[config.mk]
export PLATFORM = sky130hd
export DESIGN_NAME = grammar_rule_tokenizer_top
export DESIGN_NICKNAME = d
export VERILOG_FILES = /design/src/design/grt_pkg.sv /design/src/design/grammar_rule_tokenizer_top.sv /design/src/design/grt_step.sv /design/src/design/grt_resq.sv
export SDC_FILE = /design/constraint.sdc
export NUM_CORES = 1
export LEC_CHECK = 0
export BUFFER_PORTS_ARGS = -buffer_cell sky130_fd_sc_hd__buf_2
export CAP_MARGIN = 30
export CORE_MARGIN = 2
export CORE_UTILIZATION = 51
export DETAILED_ROUTE_END_ITERATION = 16
export MAX_ROUTING_LAYER = met4
export PLACE_DENSITY_LB_ADDON = 0.3
export SYNTH_ARGS = -nofsm -noshare
export SYNTH_HDL_FRONTEND = slang
export SYNTH_SLANG_ARGS = --single-unit
[constraint.sdc]
create_clock -name clk -period 6.5 [get_ports clk]
set_clock_uncertainty 0.05 [all_clocks]
set_input_delay 1.3 -clock clk [delete_from_list [all_inputs] [get_ports clk]]
set_output_delay 1.3 -clock clk [all_outputs]
set_load 0.01 [all_outputs]
[src/design/grt_pkg.sv]
// Shared types, codes and helpers of the grammar rule tokenizer.
// No dependencies; used by every other file of the block but the assertion macro header.
package grt_pkg;

	// Default bound on the length of one captured symbol.
	localparam int GRT_MAX_SYMBOL_LEN = 255;

	// Result queue depth (a power of two) and its pointer width.
	localparam int GRT_QDEPTH = 4;
	localparam int GRT_QAW    = $clog2(GRT_QDEPTH);

	// Characters with a meaning in the grammar text.
	localparam logic [7:0] CH_LT = 8'h3C;
	localparam logic [7:0] CH_GT = 8'h3E;
	localparam logic [7:0] CH_EQ = 8'h3D;
	localparam logic [7:0] CH_LF = 8'h0A;
	localparam logic [7:0] CH_CR = 8'h0D;
	localparam logic [7:0] CH_SP = 8'h20;
	localparam logic [7:0] CH_HT = 8'h09;

	// Parse state, one-hot.
	typedef enum logic [8:0] {
		ST_INITIAL    = 9'b000000001,
		ST_RULE       = 9'b000000010,
		ST_WAIT_EQ    = 9'b000000100,
		ST_BEGIN_COMP = 9'b000001000,
		ST_TERM       = 9'b000010000,
		ST_NONTERM    = 9'b000100000,
		ST_END_COMP   = 9'b001000000,
		ST_DONE       = 9'b010000000,
		ST_ERROR      = 9'b100000000
	} grt_state_t;

	// Event codes as seen on the result port.
	typedef enum logic [2:0] {
		EV_RULE_CHAR = 3'd0,
		EV_RULE_END  = 3'd1,
		EV_TERM_CHAR = 3'd2,
		EV_TERM_END  = 3'd3,
		EV_NT_CHAR   = 3'd4,
		EV_NT_END    = 3'd5,
		EV_DONE      = 3'd6,
		EV_ERROR     = 3'd7
	} grt_kind_t;

	// One result item.
	typedef struct packed {
		grt_kind_t   kind;
		logic [7:0]  chr;
		logic [15:0] rn;
		logic        last;
	} grt_event_t;

	// All results caused by one input item (cnt is 0, 1 or 2).
	typedef struct packed {
		logic [1:0] cnt;
		grt_event_t ev0;
		grt_event_t ev1;
	} grt_res_t;

	// Space, tab, newline, vertical tab, form feed, carriage return.
	function automatic logic grt_is_ws(input logic [7:0] c);
		return (c == CH_SP) || ((c >= CH_HT) && (c <= CH_CR));
	endfunction

	// Digits and ASCII letters.
	function automatic logic grt_is_alnum(input logic [7:0] c);
		return ((c >= 8'h30) && (c <= 8'h39)) || ((c >= 8'h41) && (c <= 8'h5A)) ||
			((c >= 8'h61) && (c <= 8'h7A));
	endfunction

	// Builds a result item; the last flag is filled in later.
	function automatic grt_event_t grt_mk_event(input grt_kind_t kind, input logic [7:0] chr,
			input logic [15:0] rn);
		grt_event_t ev;
		ev.kind = kind;
		ev.chr  = chr;
		ev.rn   = rn;
		ev.last = 1'b0;
		return ev;
	endfunction

endpackage

[src/design/grammar_rule_tokenizer_top.sv]
// Top level of the grammar rule tokenizer: input register, parse state,
// step logic and result queue. Depends on grt_pkg, grt_step and grt_resq.
//
// channel   direction  handshake                 payload
// char      in         char_valid / char_stall   char_code, end_of_input
// event     out        event_valid / event_stall event_kind, symbol_char,
//                                                 rule_number, last_of_run
//
// One character is taken every cycle while char_stall is low; the step logic
// works on a character in the cycle after the edge that registers it, and its
// results are registered in the result queue before they reach the event port.
// A rule-name close that fails yields two results, which drain from the
// four-entry result queue one per cycle while event_stall is low.
// char_stall rises only while the input register holds a character and the
// queue lacks room for two results. Reset puts the parser in its initial
// state with the symbol length and rule counter at zero.
module grammar_rule_tokenizer_top #(
	parameter int MAX_SYMBOL_LEN = grt_pkg::GRT_MAX_SYMBOL_LEN
) (
	input  logic        clk,
	input  logic        arst_n,
	input  logic        char_valid,
	output logic        char_stall,
	input  logic [7:0]  char_code,
	input  logic        end_of_input,
	output logic        event_valid,
	input  logic        event_stall,
	output logic [2:0]  event_kind,
	output logic [7:0]  symbol_char,
	output logic [15:0] rule_number,
	output logic        last_of_run
);
	import grt_pkg::*;

	localparam int LEN_W = $clog2(MAX_SYMBOL_LEN + 1);

	logic             valid_s1;
	logic [7:0]       char_s1;
	logic             eof_s1;
	grt_state_t       state_q;
	logic [LEN_W-1:0] len_q;
	logic [15:0]      ctr_q;
	grt_state_t       nstate;
	logic [LEN_W-1:0] nlen;
	logic [15:0]      nctr;
	grt_res_t         step_res;
	grt_res_t         push;
	logic             room;
	logic             advance;
	logic             accept;
	logic             pop;
	grt_event_t       head;

	// Handshakes.
	assign advance    = valid_s1 && room;
	assign char_stall = valid_s1 && !room;
	assign accept     = char_valid && !char_stall;
	assign pop        = event_valid && !event_stall;

	// Input register.
	always_ff @(posedge clk or negedge arst_n) begin
		if (!arst_n) begin
			valid_s1 <= 1'b0;
		end else if (accept) begin
			valid_s1 <= 1'b1;
		end else if (advance) begin
			valid_s1 <= 1'b0;
		end
	end

	always_ff @(posedge clk) begin
		if (accept) begin
			char_s1 <= char_code;
			eof_s1  <= end_of_input;
		end
	end

	// Step logic for the registered character.
	grt_step #(
		.MAX_SYMBOL_LEN(MAX_SYMBOL_LEN)
	) u_step (
		.state  (state_q),
		.len    (len_q),
		.ctr    (ctr_q),
		.chr    (char_s1),
		.eof    (eof_s1),
		.nstate (nstate),
		.nlen   (nlen),
		.nctr   (nctr),
		.res    (step_res)
	);

	// Parse state, symbol length and rule counter.
	always_ff @(posedge clk or negedge arst_n) begin
		if (!arst_n) begin
			state_q <= ST_INITIAL;
			len_q   <= '0;
			ctr_q   <= '0;
		end else if (advance) begin
			state_q <= nstate;
			len_q   <= nlen;
			ctr_q   <= nctr;
		end
	end

	// Results enter the queue only when the character is consumed.
	always_comb begin
		push     = step_res;
		push.cnt = advance ? step_res.cnt : 2'd0;
	end

	grt_resq u_resq (
		.clk       (clk),
		.arst_n    (arst_n),
		.push      (push),
		.pop       (pop),
		.room      (room),
		.not_empty (event_valid),
		.head      (head)
	);

	// Result port.
	assign event_kind  = head.kind;
	assign symbol_char = head.chr;
	assign rule_number = head.rn;
	assign last_of_run = head.last;

endmodule

[src/design/grt_step.sv]
// Next-state and event logic for one character of grammar text.
// Purely combinational; depends on grt_pkg.
module grt_step #(
	parameter int MAX_SYMBOL_LEN = grt_pkg::GRT_MAX_SYMBOL_LEN
) (
	input  grt_pkg::grt_state_t                   state,
	input  logic [$clog2(MAX_SYMBOL_LEN+1)-1:0]   len,
	input  logic [15:0]                           ctr,
	input  logic [7:0]                            chr,
	input  logic                                  eof,
	output grt_pkg::grt_state_t                   nstate,
	output logic [$clog2(MAX_SYMBOL_LEN+1)-1:0]   nlen,
	output logic [15:0]                           nctr,
	output grt_pkg::grt_res_t                     res
);
	import grt_pkg::*;

	localparam int LEN_W = $clog2(MAX_SYMBOL_LEN + 1);

	logic        c_ws;
	logic        c_alnum;
	logic        c_lt;
	logic        c_gt;
	logic        c_eq;
	logic        c_sp;
	logic        c_lf;
	logic        c_cr;
	logic [15:0] ctr_sat;
	logic        app_ok;
	logic        do_app;
	grt_kind_t   app_kind;
	logic [1:0]  cnt;
	grt_event_t  ev0;
	grt_event_t  ev1;

	// Character classes; none of them holds at end of input.
	assign c_ws    = !eof && grt_is_ws(chr);
	assign c_alnum = !eof && grt_is_alnum(chr);
	assign c_lt    = !eof && (chr == CH_LT);
	assign c_gt    = !eof && (chr == CH_GT);
	assign c_eq    = !eof && (chr == CH_EQ);
	assign c_sp    = !eof && (chr == CH_SP);
	assign c_lf    = !eof && (chr == CH_LF);
	assign c_cr    = !eof && (chr == CH_CR);

	// Saturating rule count and the symbol length bound.
	assign ctr_sat = (ctr == 16'hFFFF) ? ctr : ctr + 16'd1;
	assign app_ok  = len < LEN_W'(MAX_SYMBOL_LEN);

	// State transition. A component start that is not '<' and a newline that
	// ends a terminal are folded into the state they lead to.
	always_comb begin
		nstate   = state;
		nlen     = len;
		nctr     = ctr;
		cnt      = 2'd0;
		ev0      = grt_mk_event(EV_ERROR, 8'h00, ctr);
		ev1      = grt_mk_event(EV_ERROR, 8'h00, ctr);
		do_app   = 1'b0;
		app_kind = EV_TERM_CHAR;
		unique case (state)
			ST_INITIAL: begin
				if (eof) begin
					nstate = ST_DONE;
					cnt    = 2'd1;
					ev0    = grt_mk_event(EV_DONE, 8'h00, ctr);
				end else if (c_ws) begin
					nstate = state;
				end else if (c_lt) begin
					nstate = ST_RULE;
				end else begin
					nstate = ST_ERROR;
					cnt    = 2'd1;
				end
			end
			ST_RULE: begin
				if (c_ws) begin
					nstate = state;
				end else if (c_alnum) begin
					do_app   = 1'b1;
					app_kind = EV_RULE_CHAR;
				end else if (c_gt) begin
					nstate = ST_WAIT_EQ;
				end else begin
					nstate = ST_ERROR;
					cnt    = 2'd1;
				end
			end
			ST_WAIT_EQ: begin
				if (!c_ws) begin
					nctr = ctr_sat;
					nlen = '0;
					cnt  = 2'd1;
					ev0  = grt_mk_event(EV_RULE_END, 8'h00, ctr_sat);
					if (c_eq) begin
						nstate = ST_BEGIN_COMP;
					end else begin
						nstate = ST_ERROR;
						cnt    = 2'd2;
						ev1    = grt_mk_event(EV_ERROR, 8'h00, ctr_sat);
					end
				end
			end
			ST_BEGIN_COMP: begin
				if (eof) begin
					nstate = ST_ERROR;
					cnt    = 2'd1;
				end else if (c_ws) begin
					nstate = state;
				end else if (c_lt) begin
					nstate = ST_NONTERM;
				end else begin
					nstate = ST_TERM;
					do_app = 1'b1;
				end
			end
			ST_TERM: begin
				if (eof) begin
					nstate = ST_ERROR;
					cnt    = 2'd1;
				end else if (c_sp && (len == '0)) begin
					nstate = state;
				end else if (c_ws) begin
					nstate = c_lf ? ST_INITIAL : ST_END_COMP;
					nlen   = '0;
					cnt    = 2'd1;
					ev0    = grt_mk_event(EV_TERM_END, 8'h00, ctr);
				end else begin
					do_app = 1'b1;
				end
			end
			ST_NONTERM: begin
				if (c_ws) begin
					nstate = state;
				end else if (c_alnum) begin
					do_app   = 1'b1;
					app_kind = EV_NT_CHAR;
				end else if (c_gt) begin
					nstate = ST_END_COMP;
					nlen   = '0;
					cnt    = 2'd1;
					ev0    = grt_mk_event(EV_NT_END, 8'h00, ctr);
				end else begin
					nstate = ST_ERROR;
					cnt    = 2'd1;
				end
			end
			ST_END_COMP: begin
				if (eof) begin
					nstate = ST_DONE;
					cnt    = 2'd1;
					ev0    = grt_mk_event(EV_DONE, 8'h00, ctr);
				end else if (c_sp) begin
					nstate = state;
				end else if (c_cr || c_lf) begin
					nstate = ST_INITIAL;
				end else if (c_lt) begin
					nstate = ST_NONTERM;
				end else if (c_ws) begin
					// Tab, vertical tab or form feed closes an empty terminal.
					nstate = ST_END_COMP;
					nlen   = '0;
					cnt    = 2'd1;
					ev0    = grt_mk_event(EV_TERM_END, 8'h00, ctr);
				end else begin
					nstate = ST_TERM;
					do_app = 1'b1;
				end
			end
			ST_DONE: begin
				cnt = 2'd1;
				ev0 = grt_mk_event(EV_DONE, 8'h00, ctr);
			end
			ST_ERROR: begin
				cnt = 2'd1;
			end
			default: begin
				nstate = ST_ERROR;
				cnt    = 2'd1;
			end
		endcase

		// Appending a character, or an error when the symbol is full.
		if (do_app) begin
			cnt = 2'd1;
			if (!app_ok) begin
				nstate = ST_ERROR;
			end else begin
				nlen = len + LEN_W'(1);
				ev0  = grt_mk_event(app_kind, chr, (app_kind == EV_RULE_CHAR) ? ctr_sat : ctr);
			end
		end

		ev0.last = (cnt == 2'd1);
		ev1.last = 1'b1;
		res.cnt  = cnt;
		res.ev0  = ev0;
		res.ev1  = ev1;
	end

endmodule

[src/design/grt_resq.sv]
// Small result queue: takes up to two items a cycle, gives one.
// Depends on grt_pkg for the item type and the depth.
module grt_resq (
	input  logic                clk,
	input  logic                arst_n,
	input  grt_pkg::grt_res_t   push,
	input  logic                pop,
	output logic                room,
	output logic                not_empty,
	output grt_pkg::grt_event_t head
);
	import grt_pkg::*;

	grt_event_t           mem_q [GRT_QDEPTH];
	logic [GRT_QAW-1:0]   wr_q;
	logic [GRT_QAW-1:0]   rd_q;
	logic [GRT_QAW:0]     cnt_q;
	logic [GRT_QAW-1:0]   wr_next;

	assign wr_next = wr_q + GRT_QAW'(1);

	// Room for a full pair of results, regardless of this cycle's pop.
	assign room      = cnt_q <= (GRT_QAW+1)'(GRT_QDEPTH - 2);
	assign not_empty = cnt_q != '0;
	assign head      = mem_q[rd_q];

	// Item storage.
	always_ff @(posedge clk) begin
		if (push.cnt != 2'd0) begin
			mem_q[wr_q] <= push.ev0;
		end
		if (push.cnt == 2'd2) begin
			mem_q[wr_next] <= push.ev1;
		end
	end

	// Pointers and fill count.
	always_ff @(posedge clk or negedge arst_n) begin
		if (!arst_n) begin
			wr_q  <= '0;
			rd_q  <= '0;
			cnt_q <= '0;
		end else begin
			wr_q  <= wr_q + GRT_QAW'(push.cnt);
			rd_q  <= rd_q + GRT_QAW'(pop);
			cnt_q <= cnt_q + (GRT_QAW+1)'(push.cnt) - (GRT_QAW+1)'(pop);
		end
	end

endmodule

Yosys cells after proc, flatten, opt, wreduce, memory -nomap -nowiden. Memory sizes are Yosys's and may differ from the RTL's. Index checks and enable logic that the tools add are counted.

Bits in registers: 50. Bits in writable memories: 112. Input port bits: 13. Output and inout bits: 30. Word-level logic and storage cells: 184. Memories: 1.

Memory list: u_resq.mem_q (words 4, width 28, rd ports 1, clocked after memory_dff 0, wr ports 2, RTL line grt_resq.sv:14) `grt_event_t mem_q [GRT_QDEPTH];`.

$add $sub $neg: 7. Order comparisons: 10. Equal/unequal tests: 18. Mux-type cells: 105. Bitwise operators: 1. Reductions and logical operators: 33.

Operators with widths (number): two-way mux 28 bit (14); two-way mux 9 bit (22); one-hot mux 28 bit (6 select lines) (1); two-way mux 8 bit (13); one-hot mux 9 bit (8 select lines) (1); equality test 8 x 6 -> 1 bit, second input constant (4); two-way mux 16 bit (2); two-way mux 2 bit (16); one-hot mux 8 bit (4 select lines) (1); two-way mux 27 bit (1); two-way mux 26 bit (1); two-way mux 1 bit (23); logical AND 1 bit (17); two-way mux 17 bit (1); adder 16 x 1 -> 16 bit, second input constant (1); equality test 16 bit, second input constant (1); equality test 8 x 4 -> 1 bit, second input constant (2); greater-or-equal comparator 8 x 7 -> 1 bit, second input constant (2); less-or-equal comparator 8 x 7 -> 1 bit, second input constant (2); two-way mux 7 bit (2); one-hot mux 2 bit (7 select lines) (1); equality test 9 x 1 -> 1 bit, second input constant (1); equality test 9 x 2 -> 1 bit, second input constant (1); equality test 9 x 3 -> 1 bit, second input constant (1); 33 further kinds (43).

Longest topological paths before layout. Gate-level depths: netlist of run 1.

Depth in word-level cells: 15. Mapped depth: 14. Gate-level depth less buffers: 13.

By module. A second synthesis of run 1 with hierarchy kept.

Cell total of the unflattened synthesis: 775. Area, all modules: 10124.7 µm².

By module, submodules not included: grt_resq (times used 1, cells each 309, area each 5975.7 µm², seq. area each 3538.4 µm²); grt_step (times used 1, cells each 379, area each 2452.4 µm², seq. area each 0.0 µm²); grammar_rule_tokenizer_top (times used 1, cells each 87, area each 1696.6 µm², seq. area each 1122.3 µm²).

Worst setup path after synthesis of run 1. No wires, ideal clock.

Path kind: reg-to-output. From: register u_resq.rd_q[0]. To: output event_kind[0]. Arrival: 2.129 ns. Data required time: 5.150 ns. Setup slack: 3.021 ns. Stages on the path, launching flop included: 5. Path buffers: 3. Path through: dfrtp_1 clkbuf_1 clkbuf_1 clkbuf_1 mux4_2.

Longest elaborated chain between the ends: 1.

RTL lines: from (decl) (RTL line grt_resq.sv:16) `logic [GRT_QAW-1:0] rd_q;`; from (signal assigned) (RTL line grt_resq.sv:45) `rd_q <= rd_q + GRT_QAW'(pop);`; memory read (4 x 28 bit); to (decl) (RTL line grammar_rule_tokenizer_top.sv:28) `output logic [2:0] event_kind,`.

Every way passes these cells.

==> impl_metrics.tcl, run 1 <==
set metrics [dict create \
    grt_pass1_wl_mm 34.7 \
    cts_resized 0 \
    port_buffers 42 \
    rsz0062_at_grt "no" \
    synth_edf_count 73 \
    io_pins 43 \
    irDropWorstVdd_mv 0.243 \
    worst_path_max_delay_cell "nor2_1" \
    yosys-top-cells-count "nor2_1, o21ai_0, edfxtp_1, nand2_1, nand3_1" \
    slowest_delay_ns 0.71 \
    worst_hold_slack_ns 0.415 \
    arrival_ns 4.78 \
    path_cells "inv_1 > ha_1 > or4b_1 > nor4_1 > mux2i_1 > a32o_1 > nor4_4 > nor4_2 > nor2_1 > inv_1 > o21a_1" \
    critical_path.top_delay_family "simple AND/OR/NAND/NOR gates" \
    first_pass_iters 5 \
    required_ns 6.78 \
    fin_tns_setup_ns 0 \
    viasPerCell 6.19 \
    dieArea_um2 18200 \
    grt_pass1_vias 6524 \
    wl_per_cell_um 19.6 \
    drive_gt1_frac 0.156 \
    die_x_um 135 \
    grt_overflow 0 \
    area_delta_synth_final_pct 10.0 \
    synthesis.area_um2 8720 \
    place_area_um2 9000 \
    antenna_found_initial 0 \
    cp-end-kind "flop" \
    worst_slew_pin_slew_ns 1.09 \
    clkTransAtPathRegs_ns 0.06 \
    fillers 1401 \
    cts_setup_buffers 0 \
    yosys_register_bits 162 \
    drcViolationCount 0 \
    met3_usage 0.0450 \
    clockBufferDepth 2 \
    cap_violations 0 \
    gr-usage-met1 0.325 \
    ant_nets 0 \
    synthTopCellsByArea "edfxtp_1, dfrtp_1, dfxtp_1, mux4_2, o21ai_0" \
    die_h_um 135 \
    clock_latency_ns 0.43 \
    worst-setup-path-type "reg2reg" \
    htreeDepth 4 \
    powerDensity_nw_per_um2 343 \
    grt_max_degree 35 \
    yosysMostFrequentCell "nor2_1" \
    cpMostUsedCell "inv_1" \
    slew_viol_final 0 \
    gr-max-usage-layer "met2" \
    cts_sinks 162 \
    met2_usage 0.415 \
    cts_tree "built" \
    period_share 0.692 \
    status "complete, no violations" \
    start_util 0.524 \
    synth.distinct_cells 79 \
    synthArstFlopShare 0.253 \
    yosys.area.top_type "edfxtp_1" \
    dp_hpwl_mm 15.1 \
    grtUsageTotal 0.255 \
    diodes 0 \
    setup_viol 0 \
    max_freq_mhz 222 \
    startpoint_type "flop" \
    yosysTopAreaCellShare 0.252 \
    design.core.area_um2 16600 \
    rows 47 \
    hold_class "reg2reg" \
    via_count 6835 \
    crit_buf_inv 2 \
    hold_viol_final 0 \
    cp_max_fo 17 \
    p_leak_uw 0.00343 \
    gp_congestion 0.923 \
    ys_warn_count 0 \
    cts_inserted_buffers 17 \
    cts_root_buf "clkbuf_16" \
    drtIter0Drc 590 \
    layout_min_cycle_time_ns 4.50 \
    finalInstanceArea_um2 9590 \
    yosysSeqAreaShare 0.480 \
    relSlewSlack 0.273 \
    ctsHoldBuffers 0 \
    totalWireLength_mm 21.7 \
    netlist_instances 868 \
    syn_nets 890 \
    synth-main-ff-cell "edfxtp_1" \
    nNetsFinal 893 \
    syn_area_per_cell_um2 10.0 \
]
[placed cells by master (no fill, tap or decap), types with 5 or more instances in the layout]
cell type,Yosys,final
nor2_1,82,82
o21ai_0,75,75
edfxtp_1,73,73
nand2_1,69,69
nand3_1,56,56
dfxtp_1,48,48
buf_2,13,42
dfrtp_1,40,39
a21oi_1,34,34
mux4_2,28,28
nor3_1,22,22
a22oi_1,20,20
xnor2_1,18,18
clkbuf_16,0,18
inv_1,17,17
xor2_1,14,14
o22ai_1,13,13
o21ai_1,12,12
and3_1,11,11
nor2b_1,11,11
and2_1,10,10
or3_1,9,9
nand4_1,8,8
nand2b_1,8,8
a311oi_1,8,8
o21a_1,8,8
ha_1,8,8
a31oi_1,6,6
a21o_1,6,6
and4_1,5,5
mux2i_1,5,5
o2bb2ai_1,5,5
[state kept, by name, summed over array words and instances (netlist names)]
register      cells
u_resq.cnt_q      3
u_resq.mem_q    112
char_s1           8
eof_s1            1
state_q           9
len_q             8
u_resq.wr_q       2
valid_s1          1
ctr_q            16
u_resq.rd_q       2
[cells by family after synthesis]
| group | after synthesis | synth area share |
|---|---|---|
| flops | 162 | 0.480 |
| simple gates | 331 | 0.198 |
| fa+ha+maj | 9 | 0.0138 |
| compound gates | 216 | 0.157 |
| mux | 35 | 0.0807 |
| buf+inv | 83 | 0.0388 |
| xor+xnor | 32 | 0.0322 |
[final timing paths]
check	start	endpoint	slack, ns	depth (start not counted)
min in group asynchronous	arst_n	state_q[5]$_DFFE_PN0P_	0.67	1
worst min-delay path	u_resq.mem_q[1][24]$_SDFFE_PP0P_	u_resq.mem_q[1][24]$_SDFFE_PP0P_	0.42	2
worst min register to register	u_resq.mem_q[1][24]$_SDFFE_PP0P_	u_resq.mem_q[1][24]$_SDFFE_PP0P_	0.42	2
worst max register to register	len_q[0]$_DFFE_PN0P_	u_resq.mem_q[0][0]$_SDFFE_PP1P_	2.00	11
worst max-delay path	len_q[0]$_DFFE_PN0P_	u_resq.mem_q[0][0]$_SDFFE_PP1P_	2.00	11
max in group asynchronous	arst_n	u_resq.rd_q[0]$_DFF_PN0_	5.26	2
[stage by stage]
stage                     power, µW  setup slack [ns]  utilization  cells
after global placement         2290              2.17        0.540   1071
final                          3290              2.00        0.576   1104
after global routing           3450              1.71        0.576   1104
after detailed placement       2320              2.05        0.541   1072
after floorplan                2020              3.02            -    868
after CTS                      3310              2.04        0.576   1104
[worst min-delay path, cell delays in order (launching register included)]
cell,delay (ns)
dfxtp_1,0.31
nand3_1,0.06
o21ai_1,0.05
[routing by layer]
layer / vias up / routed length [µm] / share of wire
met5: - / 0 / 0
met4: 0 / 410 / 0.019
met3: 35 / 1270 / 0.059
met2: 277 / 10800 / 0.50
met1: 3295 / 9170 / 0.42
li1: 3228 / - / -
[report_power, final]
group / internal [µW] / switching [µW]
combinational: 365 / 509
clock: 568 / 424
sequential: 1250 / 175
total: 2180 / 1110
[final cells by class]
type                            count  area (µm²)  share of cell area
Sequential cell                   162        4180               0.436
Timing Repair Buffer               47         260              0.0271
Clock buffer                       20         468              0.0488
Multi-Input combinational cell    623        4210               0.439
Inverter                           20        77.6             0.00809
Clock inverter                     12         119              0.0124
Tap cell                          220         275              0.0287
(Power assumes the default switching activity.)
==> run 2: changes to the inputs <==
--- a/config.mk
+++ b/config.mk
@@ -5,6 +5,7 @@
 export SDC_FILE = /design/constraint.sdc
 export NUM_CORES = 1
 export LEC_CHECK = 0
+export ABC_AREA = 1
 export BUFFER_PORTS_ARGS = -buffer_cell sky130_fd_sc_hd__buf_2
 export CAP_MARGIN = 30
 export CORE_MARGIN = 2
==> constraint.sdc (replaced) <==
create_clock -name clk -period 4 [get_ports clk]
set_clock_uncertainty 0.05 [all_clocks]
set_input_delay 0.8 -clock clk [delete_from_list [all_inputs] [get_ports clk]]
set_output_delay 0.8 -clock clk [all_outputs]
set_load 0.01 [all_outputs]
==> run 2 against run 1 <==
  * Die area is 13% higher
  * Hold slack lost 0.22 ns
  * Via count up 42%
  * Power increased by 93%
  * Critical path type unchanged
  * Largest power group is now combinational logic
  * Highest routed layer unchanged
  * Largest cell class unchanged
  * Non-clock buffer count grew 22
  * Core utilization fell by 0.25 points
  * Clock power increased by 64%
==> impl_metrics.tcl, run 2 <==
set metrics [dict create \
    final_common_cell "nand2_1" \
    arrival_ns 3.77 \
    viasPerCell 5.83 \
    yosysTopAreaCellShare 0.221 \
    grtUsageTotal 0.290 \
    start_util 0.524 \
    layout_min_cycle_time_ns 3.55 \
    grt_pass1_vias 8799 \
    htreeDepth 4 \
    nNetsFinal 1414 \
    ant_nets 0 \
    diodes 0 \
    syn_area_per_cell_um2 7.16 \
    worst_slew_pin_slew_ns 0.931 \
    pre_cts_slack_ns 0.550 \
    yosysMostFrequentCell "nand2_1" \
    regMostFlops "u_resq.mem_q" \
    p_sw_uw 2700 \
    relSlewSlack 0.378 \
    r2r_slack_ns 0.45 \
    grt_pass1_wl_mm 45.3 \
    switching_share 0.425 \
    io_pins 43 \
    gp_congestion 0.976 \
    synthTopCellsByArea "edfxtp_1, nand2_1, nand3_1, dfrtp_1, dfxtp_1" \
    synthesis.area_um2 9900 \
    cp_max_fo 21 \
    dp_hpwl_mm 19.0 \
    drtIter0Drc 1337 \
    synth-main-ff-cell "edfxtp_1" \
    largest_reg_flops 112 \
    combPwrFrac 0.390 \
    fin_tns_setup_ns 0 \
    synthArstFlopShare 0.253 \
    die_h_um 143 \
    cts_setup_buffers 0 \
    synth.distinct_cells 45 \
    area_delta_synth_final_pct 9.49 \
    first_pass_iters 6 \
    reg_top3 "u_resq.mem_q (112), ctr_q (16), state_q (9)" \
    irDropWorstVdd_mv 0.367 \
    totalWireLength_mm 28.4 \
    grt_overflow 0 \
    cap_violations 0 \
    slew_viol_final 0 \
    via_count 9711 \
    netlist_instances 1382 \
    p_leak_uw 0.00452 \
    status "complete, no violations" \
    synth_edf_count 73 \
    clkPwrFrac 0.257 \
    antenna_found_initial 0 \
    clockBufferDepth 2 \
    reg2reg_to "u_resq.mem_q[3][9]$_DFFE_PP_" \
    cts_sinks 162 \
    grt_max_degree 88 \
    dieArea_um2 20500 \
    port_buffers 42 \
    cts_resized 0 \
    placed_cells 1633 \
    cts_inserted_buffers 17 \
    drcViolationCount 0 \
    max_freq_mhz 282 \
    reg2reg_depth 11 \
    fin_cells 1665 \
    cts_root_buf "clkbuf_16" \
    yosys-top-cells-count "nand2_1, nand3_1, o21ai_0, nor2_1, inv_1" \
    startpoint_type "flop" \
    rsz0062_at_grt "no" \
    wl_per_cell_um 17.0 \
    design.core.area_um2 18900 \
    setup_viol 0 \
    clkTransAtPathRegs_ns 0.07 \
    seqPwrFrac 0.353 \
    required_ns 4.22 \
    die_x_um 143 \
    rows 50 \
    p_int_uw 3650 \
    hold_class "in2async" \
    drive_gt1_frac 0.103 \
    hold_viol_final 0 \
    clock_latency_ns 0.43 \
    cts_tree "built" \
    finalWorstSetupSlack_ns 0.454 \
    syn_nets 1404 \
    worst_hold_slack_ns 0.196 \
    final_cell_mix "nand2_1, nand3_1, o21ai_0" \
    ys_warn_count 0 \
    yosys_register_bits 162 \
    yosysSeqAreaShare 0.422 \
    r2r-start "eof_s1$_DFFE_PP_" \
    worst-setup-path-type "reg2reg" \
    cp-end-kind "flop" \
    fillers 1826 \
    powerDensity_nw_per_um2 586 \
    period_share 0.886 \
    ctsHoldBuffers 0 \
    yosys.area.top_type "edfxtp_1" \
]
==> run 2: cell types whose count changed after synthesis, moves of 14 or more <==
cell	before	now
o21ai_0	75	178
o22ai_1	13	35
o21ai_1	12	26
nor2_1	82	173
xnor2_1	18	3
a21oi_1	34	19
nand2_1	69	299
a22oi_1	20	1
mux4_2	28	0
nand3_1	56	207
inv_1	17	100
==> run 2: kinds of logic (layout without fill, tap and decap cells) <==
family          count (synthesis)  in the layout  share of synthesized area
simple gates                  734            734                      0.322
flops                         162            162                      0.422
fa+ha+maj                       9              9                     0.0121
buf+inv                       191            214                     0.0841
compound gates                269            269                      0.145
xor+xnor                       17             17                     0.0150
==> run 2: worst max path at each step <==
stage                           start                       endpoint  cells after the start
2_1_floorplan  state_q[0]$_DFFE_PN1P_  u_resq.mem_q[0][10]$_DFFE_PP_                     14
3_3_place_gp         eof_s1$_DFFE_PP_  u_resq.mem_q[2][10]$_DFFE_PP_                     13
3_5_place_dp   state_q[6]$_DFFE_PN0P_  u_resq.mem_q[3][15]$_DFFE_PP_                     12
4_1_cts              eof_s1$_DFFE_PP_  u_resq.mem_q[3][15]$_DFFE_PP_                     12
5_1_grt              eof_s1$_DFFE_PP_  u_resq.mem_q[1][11]$_DFFE_PP_                     12
6_report             eof_s1$_DFFE_PP_   u_resq.mem_q[3][9]$_DFFE_PP_                     11
==> run 2: worst max-delay path, stage by stage (launching register included) <==
cell	delay, ns
edfxtp_1	0.54
inv_2	0.23
nand3_1	0.20
o21ai_4	0.50
nor2_1	0.13
nor2_2	0.17
nand2_4	0.09
nand2_2	0.37
inv_2	0.31
o21ai_1	0.51
nand3_1	0.15
o21ai_1	0.13
==> run 2: through the flow <==
stage / area, µm² / total power (µW) / utilization
finish: 10800 / 6350 / 0.574
global route: 10800 / 6720 / 0.574
CTS: 10800 / 6350 / 0.574
detailed placement: 10300 / 4730 / 0.543
global placement: 10200 / 4690 / 0.542
floorplan: 9900 / 4010 / -
==> run 2: metal layers <==
metal	routed length [µm]	track usage	vias up
met1	12100	0.396	4526
met4	497	0.0759	0
li1	-	-	4667
met5	0	-	-
met3	2660	0.0546	53
met2	13100	0.448	465
==> run 2: cell type report <==
type                       count  area (µm²)  area share
multi-input combinational   1029        4900       0.452
timing repair buffer          69         425      0.0393
sequential                   162        4180       0.386
clock buffer                  17         425      0.0393
clock inverter                15         159      0.0147
tap                          260         325      0.0300
inverter                     113         424      0.0391
==> run 2: power by group through the flow <==
stage               Clock, µW  Sequential [µW]  Combinational, µW
floorplan                   0             2210               1800
global placement            0             2260               2420
detailed placement          0             2270               2460
CTS                      1650             2240               2460
global route             1710             2270               2740
finish                   1630             2240               2470
